**config.mk**
```make
export PLATFORM = sky130hd
export DESIGN_NAME = c_subset_lexer
export DESIGN_NICKNAME = d
export VERILOG_FILES = /design/src/sv/csl_pkg.sv /design/src/sv/csl_core.sv /design/src/sv/csl_outq.sv /design/src/sv/c_subset_lexer.sv
export SDC_FILE = /design/constraint.sdc
export NUM_CORES = 1
export LEC_CHECK = 0
export BUFFER_PORTS_ARGS = -buffer_cell sky130_fd_sc_hd__buf_2
export CORE_MARGIN = 8
export CORE_UTILIZATION = 28
export CTS_CLUSTER_DIAMETER = 80
export CTS_CLUSTER_SIZE = 24
export DETAILED_ROUTE_END_ITERATION = 10
export HOLD_SLACK_MARGIN = 0.12
export PLACE_DENSITY_LB_ADDON = 0.1
export SYNTH_ARGS = -nofsm -noshare
export SYNTH_HDL_FRONTEND = slang
export SYNTH_SLANG_ARGS = --single-unit
```
**constraint.sdc**
```tcl
create_clock -name clk -period 6 [get_ports clk]
set_clock_uncertainty 0.2 [all_clocks]
set_input_delay 0.3 -clock clk [delete_from_list [all_inputs] [get_ports clk]]
set_output_delay 0.3 -clock clk [all_outputs]
set_load 0.005 [all_outputs]
```
**src/sv/csl_pkg.sv**
```systemverilog
package csl_pkg;

	localparam int KwMaxLen = 8;
	localparam int QDepth   = 4;
	localparam int QAw      = $clog2(QDepth);

	typedef enum logic [2:0] {
		CLS_KEYWORD  = 3'd0,
		CLS_IDENT    = 3'd1,
		CLS_NUMBER   = 3'd2,
		CLS_OPERATOR = 3'd3,
		CLS_ERROR    = 3'd4
	} tok_class_t;

	typedef struct packed {
		tok_class_t  cls;
		logic [31:0] start;
		logic [15:0] length;
		logic        last;
	} tok_rec_t;

	typedef struct packed {
		logic [1:0] n;
		tok_rec_t   r0;
		tok_rec_t   r1;
	} tok_push_t;

endpackage

```
**src/sv/csl_core.sv**
```systemverilog
module csl_core (
	input  logic                clk,
	input  logic                arst_n,
	input  logic                in_valid,
	output logic                in_stall,
	input  logic [7:0]          text_byte,
	input  logic                end_of_text,
	input  logic                room,
	output csl_pkg::tok_push_t  push
);

	typedef enum logic [1:0] {MODE_IDLE, MODE_NUM, MODE_IDENT, MODE_OP} mode_t;
	typedef logic [csl_pkg::KwMaxLen-1:0][7:0] win_t;

	localparam int KwIdxW = $clog2(csl_pkg::KwMaxLen);
	localparam int NumKw  = 10;
	localparam logic [63:0] KW_TEXT [NumKw] = '{
		{"while", 24'd0}, {"if", 48'd0}, {"else", 32'd0}, {"return", 16'd0},
		{"break", 24'd0}, "continue", {"int", 40'd0}, {"float", 24'd0},
		{"void", 32'd0}, {"for", 40'd0}
	};
	localparam logic [3:0] KW_LEN [NumKw] = '{
		4'd5, 4'd2, 4'd4, 4'd6, 4'd5, 4'd8, 4'd3, 4'd5, 4'd4, 4'd3
	};

	function automatic logic is_digit(logic [7:0] c);
		return c >= "0" && c <= "9";
	endfunction

	function automatic logic is_alpha(logic [7:0] c);
		return (c >= "a" && c <= "z") || (c >= "A" && c <= "Z");
	endfunction

	function automatic logic is_space(logic [7:0] c);
		return c == " " || c == 8'h09 || c == 8'h0A || c == 8'h0D;
	endfunction

	function automatic win_t win_put(win_t w, logic [15:0] n, logic [7:0] c);
		win_t r;
		r = w;
		if (n < 16'(csl_pkg::KwMaxLen))
			r[n[KwIdxW-1:0]] = c;
		return r;
	endfunction

	function automatic logic [15:0] cnt_inc(logic [15:0] n);
		return (n == 16'hFFFF) ? n : n + 16'd1;
	endfunction

	function automatic logic kw_match(win_t w, logic [15:0] n);
		logic hit;
		logic ok;
		hit = 1'b0;
		for (int k = 0; k < NumKw; k++) begin
			ok = (n == 16'(KW_LEN[k]));
			for (int j = 0; j < 8; j++) begin
				if (j < KW_LEN[k] && w[j] != KW_TEXT[k][8*(7-j) +: 8])
					ok = 1'b0;
			end
			hit = hit | ok;
		end
		return hit;
	endfunction

	function automatic csl_pkg::tok_rec_t fin_rec(mode_t m, logic [15:0] n, win_t w,
			logic [7:0] p, logic [31:0] b);
		csl_pkg::tok_rec_t r;
		r.start  = b;
		r.last   = 1'b0;
		r.cls    = csl_pkg::CLS_ERROR;
		r.length = 16'd1;
		unique case (m)
			MODE_NUM: begin
				r.cls    = csl_pkg::CLS_NUMBER;
				r.length = n;
			end
			MODE_IDENT: begin
				r.cls    = kw_match(w, n) ? csl_pkg::CLS_KEYWORD : csl_pkg::CLS_IDENT;
				r.length = n;
			end
			MODE_OP: begin
				r.cls = (p == "&" || p == "|") ? csl_pkg::CLS_ERROR : csl_pkg::CLS_OPERATOR;
			end
			MODE_IDLE: begin
				r.length = 16'd0;
			end
		endcase
		return r;
	endfunction

	logic        vld_s1;
	logic [7:0]  byte_s1;
	logic        end_s1;
	logic        advance;

	mode_t       mode_q;
	logic        aexp_q;
	logic [31:0] tbeg_q;
	logic [15:0] cnt_q;
	win_t        win_q;
	logic [7:0]  pend_q;
	logic [31:0] pos_q;

	mode_t       md;
	logic        aexp;
	logic [31:0] tb;
	logic [15:0] cnt;
	win_t        win;
	logic [7:0]  pend;
	logic [31:0] pos_n;
	logic        fin1, pairhit, va, vb, vc;
	logic [1:0]  n;
	csl_pkg::tok_rec_t rec_a, rec_b, rec_c, r0, r1;

	assign advance  = vld_s1 & room;
	assign in_stall = vld_s1 & ~room;

	always_ff @(posedge clk or negedge arst_n) begin
		if (!arst_n) begin
			vld_s1 <= 1'b0;
		end else if (in_valid && !in_stall) begin
			vld_s1 <= 1'b1;
		end else if (advance) begin
			vld_s1 <= 1'b0;
		end
	end

	always_ff @(posedge clk) begin
		if (in_valid && !in_stall) begin
			byte_s1 <= text_byte;
			end_s1  <= end_of_text;
		end
	end

	always_comb begin
		md      = mode_q;
		aexp    = aexp_q;
		tb      = tbeg_q;
		cnt     = cnt_q;
		win     = win_q;
		pend    = pend_q;
		fin1    = 1'b0;
		pairhit = 1'b0;
		vb      = 1'b0;
		rec_b.cls    = csl_pkg::CLS_ERROR;
		rec_b.start  = pos_q;
		rec_b.length = 16'd1;
		rec_b.last   = 1'b0;

		unique case (mode_q)
			MODE_NUM: begin
				if (aexp_q) begin
					if (byte_s1 == "-" || is_digit(byte_s1)) begin
						win  = win_put(win, cnt, byte_s1);
						cnt  = cnt_inc(cnt);
						aexp = 1'b0;
					end else begin
						fin1 = 1'b1;
					end
				end else if (is_digit(byte_s1) || byte_s1 == "." || byte_s1 == "E") begin
					win = win_put(win, cnt, byte_s1);
					cnt = cnt_inc(cnt);
					if (byte_s1 == "E")
						aexp = 1'b1;
				end else begin
					fin1 = 1'b1;
				end
			end
			MODE_IDENT: begin
				if (is_alpha(byte_s1) || is_digit(byte_s1) || byte_s1 == "_") begin
					win = win_put(win, cnt, byte_s1);
					cnt = cnt_inc(cnt);
				end else begin
					fin1 = 1'b1;
				end
			end
			MODE_OP: begin
				if ((byte_s1 == "=" && (pend_q == "<" || pend_q == ">" || pend_q == "="
						|| pend_q == "!")) || (byte_s1 == "&" && pend_q == "&")
						|| (byte_s1 == "|" && pend_q == "|"))
					pairhit = 1'b1;
				else
					fin1 = 1'b1;
			end
			MODE_IDLE: begin
			end
		endcase

		va = fin1 | pairhit;
		if (pairhit) begin
			rec_a.cls    = csl_pkg::CLS_OPERATOR;
			rec_a.start  = tbeg_q;
			rec_a.length = 16'd2;
			rec_a.last   = 1'b0;
		end else begin
			rec_a = fin_rec(mode_q, cnt_q, win_q, pend_q, tbeg_q);
		end

		if (va) begin
			md   = MODE_IDLE;
			aexp = 1'b0;
			cnt  = 16'd0;
			pend = 8'd0;
		end

		if ((fin1 || mode_q == MODE_IDLE) && !is_space(byte_s1)) begin
			tb  = pos_q;
			cnt = 16'd0;
			if (is_digit(byte_s1)) begin
				md   = MODE_NUM;
				aexp = 1'b0;
				win  = win_put(win, 16'd0, byte_s1);
				cnt  = 16'd1;
			end else if (is_alpha(byte_s1) || byte_s1 == "_") begin
				md  = MODE_IDENT;
				win = win_put(win, 16'd0, byte_s1);
				cnt = 16'd1;
			end else if (byte_s1 == "<" || byte_s1 == ">" || byte_s1 == "="
					|| byte_s1 == "!" || byte_s1 == "&" || byte_s1 == "|") begin
				md   = MODE_OP;
				pend = byte_s1;
				cnt  = 16'd1;
			end else begin
				vb = 1'b1;
				if (byte_s1 == "(" || byte_s1 == ")" || byte_s1 == "{" || byte_s1 == "}"
						|| byte_s1 == ";" || byte_s1 == "+" || byte_s1 == "-"
						|| byte_s1 == "*" || byte_s1 == "/")
					rec_b.cls = csl_pkg::CLS_OPERATOR;
			end
		end

		rec_c = fin_rec(md, cnt, win, pend, tb);
		vc    = end_s1 && md != MODE_IDLE;

		if (end_s1) begin
			md    = MODE_IDLE;
			aexp  = 1'b0;
			cnt   = 16'd0;
			pend  = 8'd0;
			tb    = 32'd0;
			win   = '0;
			pos_n = 32'd0;
		end else begin
			pos_n = pos_q + 32'd1;
		end

		n = {1'b0, va} + {1'b0, vb} + {1'b0, vc};

		priority if (va) r0 = rec_a;
		else if (vb)     r0 = rec_b;
		else             r0 = rec_c;
		r1 = (va && vb) ? rec_b : rec_c;
		r0.last = (n == 2'd1);
		r1.last = 1'b1;

		push.n  = advance ? n : 2'd0;
		push.r0 = r0;
		push.r1 = r1;
	end

	always_ff @(posedge clk or negedge arst_n) begin
		if (!arst_n) begin
			mode_q <= MODE_IDLE;
			aexp_q <= 1'b0;
			tbeg_q <= 32'd0;
			cnt_q  <= 16'd0;
			win_q  <= '0;
			pend_q <= 8'd0;
			pos_q  <= 32'd0;
		end else if (advance) begin
			mode_q <= md;
			aexp_q <= aexp;
			tbeg_q <= tb;
			cnt_q  <= cnt;
			win_q  <= win;
			pend_q <= pend;
			pos_q  <= pos_n;
		end
	end

endmodule

```
**src/sv/csl_outq.sv**
```systemverilog
module csl_outq (
	input  logic               clk,
	input  logic               arst_n,
	input  csl_pkg::tok_push_t push,
	output logic               room,
	output logic               out_valid,
	input  logic               out_stall,
	output csl_pkg::tok_rec_t  head
);

	csl_pkg::tok_rec_t       mem_q [csl_pkg::QDepth];
	logic [csl_pkg::QAw-1:0] wp_q;
	logic [csl_pkg::QAw-1:0] rp_q;
	logic [csl_pkg::QAw-1:0] wp_nx;
	logic [csl_pkg::QAw:0]   cnt_q;
	logic                    pop;

	assign out_valid = cnt_q != '0;
	assign pop       = out_valid & ~out_stall;
	assign room      = cnt_q <= (csl_pkg::QAw+1)'(csl_pkg::QDepth - 2);
	assign head      = mem_q[rp_q];
	assign wp_nx     = wp_q + csl_pkg::QAw'(1);

	always_ff @(posedge clk) begin
		if (push.n != 2'd0)
			mem_q[wp_q] <= push.r0;
		if (push.n == 2'd2)
			mem_q[wp_nx] <= push.r1;
	end

	always_ff @(posedge clk or negedge arst_n) begin
		if (!arst_n) begin
			wp_q  <= '0;
			rp_q  <= '0;
			cnt_q <= '0;
		end else begin
			wp_q  <= wp_q + csl_pkg::QAw'(push.n);
			if (pop)
				rp_q <= rp_q + csl_pkg::QAw'(1);
			cnt_q <= cnt_q + (csl_pkg::QAw+1)'(push.n) - (csl_pkg::QAw+1)'(pop);
		end
	end

endmodule

```
**src/sv/c_subset_lexer.sv**
```systemverilog
// A token record passes from the input stage register through the lexer stage into the output
// queue, and is offered from the queue head.
// Throughput: one byte per cycle; the lexer stage advances whenever the 4-entry output
// queue has room for the up to 2 records of a byte; one record leaves per cycle if not stalled.
// Reset (arst_n low): lexer state, byte position, input stage and output queue clear;
// the next byte is position 0 of a new text.
module c_subset_lexer (
	input  logic        clk,
	input  logic        arst_n,
	input  logic        in_valid,
	output logic        in_stall,
	input  logic [7:0]  text_byte,
	input  logic        end_of_text,
	output logic        out_valid,
	input  logic        out_stall,
	output logic [2:0]  token_class,
	output logic [31:0] token_start,
	output logic [15:0] token_length,
	output logic        last_of_run
);

	csl_pkg::tok_push_t push;
	csl_pkg::tok_rec_t  head;
	logic               room;

	csl_core u_core (
		.clk         (clk),
		.arst_n      (arst_n),
		.in_valid    (in_valid),
		.in_stall    (in_stall),
		.text_byte   (text_byte),
		.end_of_text (end_of_text),
		.room        (room),
		.push        (push)
	);

	csl_outq u_outq (
		.clk       (clk),
		.arst_n    (arst_n),
		.push      (push),
		.room      (room),
		.out_valid (out_valid),
		.out_stall (out_stall),
		.head      (head)
	);

	assign token_class  = head.cls;
	assign token_start  = head.start;
	assign token_length = head.length;
	assign last_of_run  = head.last;

endmodule

```
==> flow_summary.json <==
{
  "yosysWarnings": 0,
  "num_vias": 19328,
  "num_io_pins": 67,
  "hold_viol": 0,
  "timing.fmax_mhz": 179,
  "std_cell_rows": 103,
  "drtAntennaViolNets": 0,
  "yosysMostFrequentCell": "edfxtp_1",
  "ys_types": 94,
  "r2r_end": "u_outq.mem_q[0][47]",
  "grt.total_usage": 0.205,
  "finalMaxSlewViolations": 0,
  "tightest_slew_ps": 1200,
  "antenna-diode-count": 0,
  "setup_viol": 0,
  "synth_top_cell_area_share": 0.290,
  "syn_to_final_growth_pct": 15.4,
  "worstPathRequired_ps": 6270,
  "yosysTopAreaCell": "edfxtp_1",
  "crit_type": "register to register",
  "die_h_microns": 297,
  "drc": 0,
  "route.detailed.wl_per_inst_microns": 28.2,
  "maxSlewHeadroom": 0.191,
  "drt_pre_antenna_iters": 5,
  "globalplace.congestion": 0.952,
  "startpoint_type": "register",
  "worstPathArrival_ps": 5860,
  "synthTopCellsByArea": "edfxtp_1, dfrtp_1, a22o_1",
  "whs_path_depth": 2,
  "ys_seq_elements": 380,
  "status": "finished, final reports clean",
  "postSynthAreaPerCell_sq_um": 10.3,
  "holdPathEnd": "u_core.byte_s1[6]",
  "cts_tree": "yes",
  "dpl.hpwl_microns": 64000,
  "hold_start": "text_byte[6]",
  "reg2reg_from": "u_core.byte_s1[7]",
  "drt-total-wl_microns": 92500,
  "cts-root-buf": "clkbuf_16",
  "grt_pass1_wl_microns": 136000,
  "clk_latency_ps": 630,
  "pwr_density_cell_mw_per_mm2": 438,
  "fin_nets": 2237,
  "avgViaCountPerCell": 5.90,
  "pre_cts_ws_ps": 198,
  "hold_class": "primary input to register",
  "die_area_sq_mm": 0.0880,
  "reg2reg_depth": 17,
  "final.min_clock_period_ps": 5590,
  "synthCells": 2149,
  "fin_crit_sh": 0.931,
  "port_buffers": 66,
  "synthTopCellsByCount": "edfxtp_1, nand2_1, a22o_1, dfrtp_1, o21ai_0",
  "p_leak_nw": 8.88,
  "clk_pin_slew_ps": 90,
  "antenna_found_initial": 2,
  "rsz0062_at_grt": "false",
  "core_area_sq_mm": 0.0785,
  "p_total_w": 0.0111,
  "ir_drop_mv": 0.274,
  "finish.utilization": 0.324,
  "synth_seq_area_share": 0.479,
  "initial_utilization": 0.281,
  "crit_start": "u_core.byte_s1[7]",
  "cts_max_path_buffers": 3,
  "cts_inserted_buffers": 30,
  "fin_ws_ps": 415,
  "cap_violations": 0,
  "crit_path_max_fanout": 32,
  "syn_nets": 2182,
  "synthFlopType": "edfxtp_1",
  "grt_pass1_vias": 18969,
  "die_width_microns": 297,
  "htree_levels": 1,
  "cts_sinks": 380,
  "fin_tns_setup_ps": 0,
  "r2r_setup_slack_ps": 410,
  "syn-cell-area_sq_mm": 0.0221,
  "drt_iter0_markers": 1840,
  "synth_edf_count": 213,
  "grt_overflow": 0,
  "drive_above_1_share": 0.152,
  "async_flop_share": 0.429,
  "crit_path_end_kind": "register",
  "grt_start_max_net_pins": 120
}
==> critical path, cell delays in order, from the launching register on <==
cell	delay, ps
edfxtp_1	550
or4b_1	620
o22ai_1	240
o2bb2ai_1	170
nor3_1	270
nor2_1	120
inv_1	140
a32o_1	220
inv_1	80
ha_1	230
nand2b_1	180
fa_1	660
nand2_1	130
nor2_1	850
a21oi_1	110
nor2_2	180
buf_12	270
a22o_1	190
==> routing by layer <==
metal  up-vias  wire, microns  global-route usage
met5         -             11                   0
li1       8527              -                   -
met4         2           3240              0.0677
met1      9931          40700               0.278
met2       709          43700               0.342
met3       159           4800              0.0216
==> worst max path at each step <==
stage          slack [ps]             endpoint
2_1_floorplan         170  u_outq.mem_q[0][19]
3_3_place_gp          330  u_outq.mem_q[1][11]
3_5_place_dp          200  u_outq.mem_q[1][12]
4_1_cts               180   u_outq.mem_q[1][8]
5_1_grt                30   u_outq.mem_q[1][8]
6_report              410  u_outq.mem_q[0][47]
==> sequential cells by signal, indices dropped and copies added (netlist names), 2 cells and up <==
signal and cells:
u_core.byte_s1 8, u_core.win_q 64, u_core.tbeg_q 32, u_core.pos_q 32, u_core.pend_q 8, u_core.mode_q 2, u_outq.wp_q 2, u_outq.mem_q 208
u_outq.rp_q 2, u_outq.cnt_q 3, u_core.cnt_q 16
==> placed cells by master, fill, tap and decap left out, types with 65 or more instances in the layout <==
| master | n |
|---|---|
| a21oi_1 | 89 |
| a22o_1 | 183 |
| a22oi_1 | 65 |
| buf_2 | 65 |
| buf_4 | 107 |
| dfrtp_1 | 161 |
| edfxtp_1 | 213 |
| nand2_1 | 209 |
| nor2_1 | 134 |
| o21ai_0 | 155 |
==> metrics by stage <==
step,hold WS [ps],cell area (sq um),instances
2_1_floorplan,-196,22100,2149
3_3_place_gp,85.3,24200,3208
3_5_place_dp,94.5,24200,3208
4_1_cts,201,25400,3278
5_1_grt,213,25500,3278
6_report,233,25500,3278
==> repair_timing <==
item                                    in CTS  in global routing
hold buffers                                14                  0
buffers inserted                             0                  0
gates resized for setup                      0                  2
endpoints found under the setup margin       0                 26
endpoints found under the hold margin      176                  0
==> cells by family after synthesis <==
family,synth area share
buf+inv,0.0383
xor+xnor,0.0115
compound gates,0.236
mux,0.0545
fa+ha+maj,0.0120
simple gates,0.169
flops,0.479
==> power breakdown <==
| group | switching (W) | internal, W |
|---|---|---|
| sequential | 0.000362 | 0.00327 |
| clock | 0.00119 | 0.00114 |
| combinational | 0.00360 | 0.00158 |
==> final cells by class <==
class	count	area, sq um
clock buffer	31	754
clock inverter	25	375
fill	8060	53000
inverter	40	154
multi-input combinational	1552	10700
sequential	380	10600
tap	1050	1310
timing repair buffer	200	1560
(Power assumes the default switching activity.)
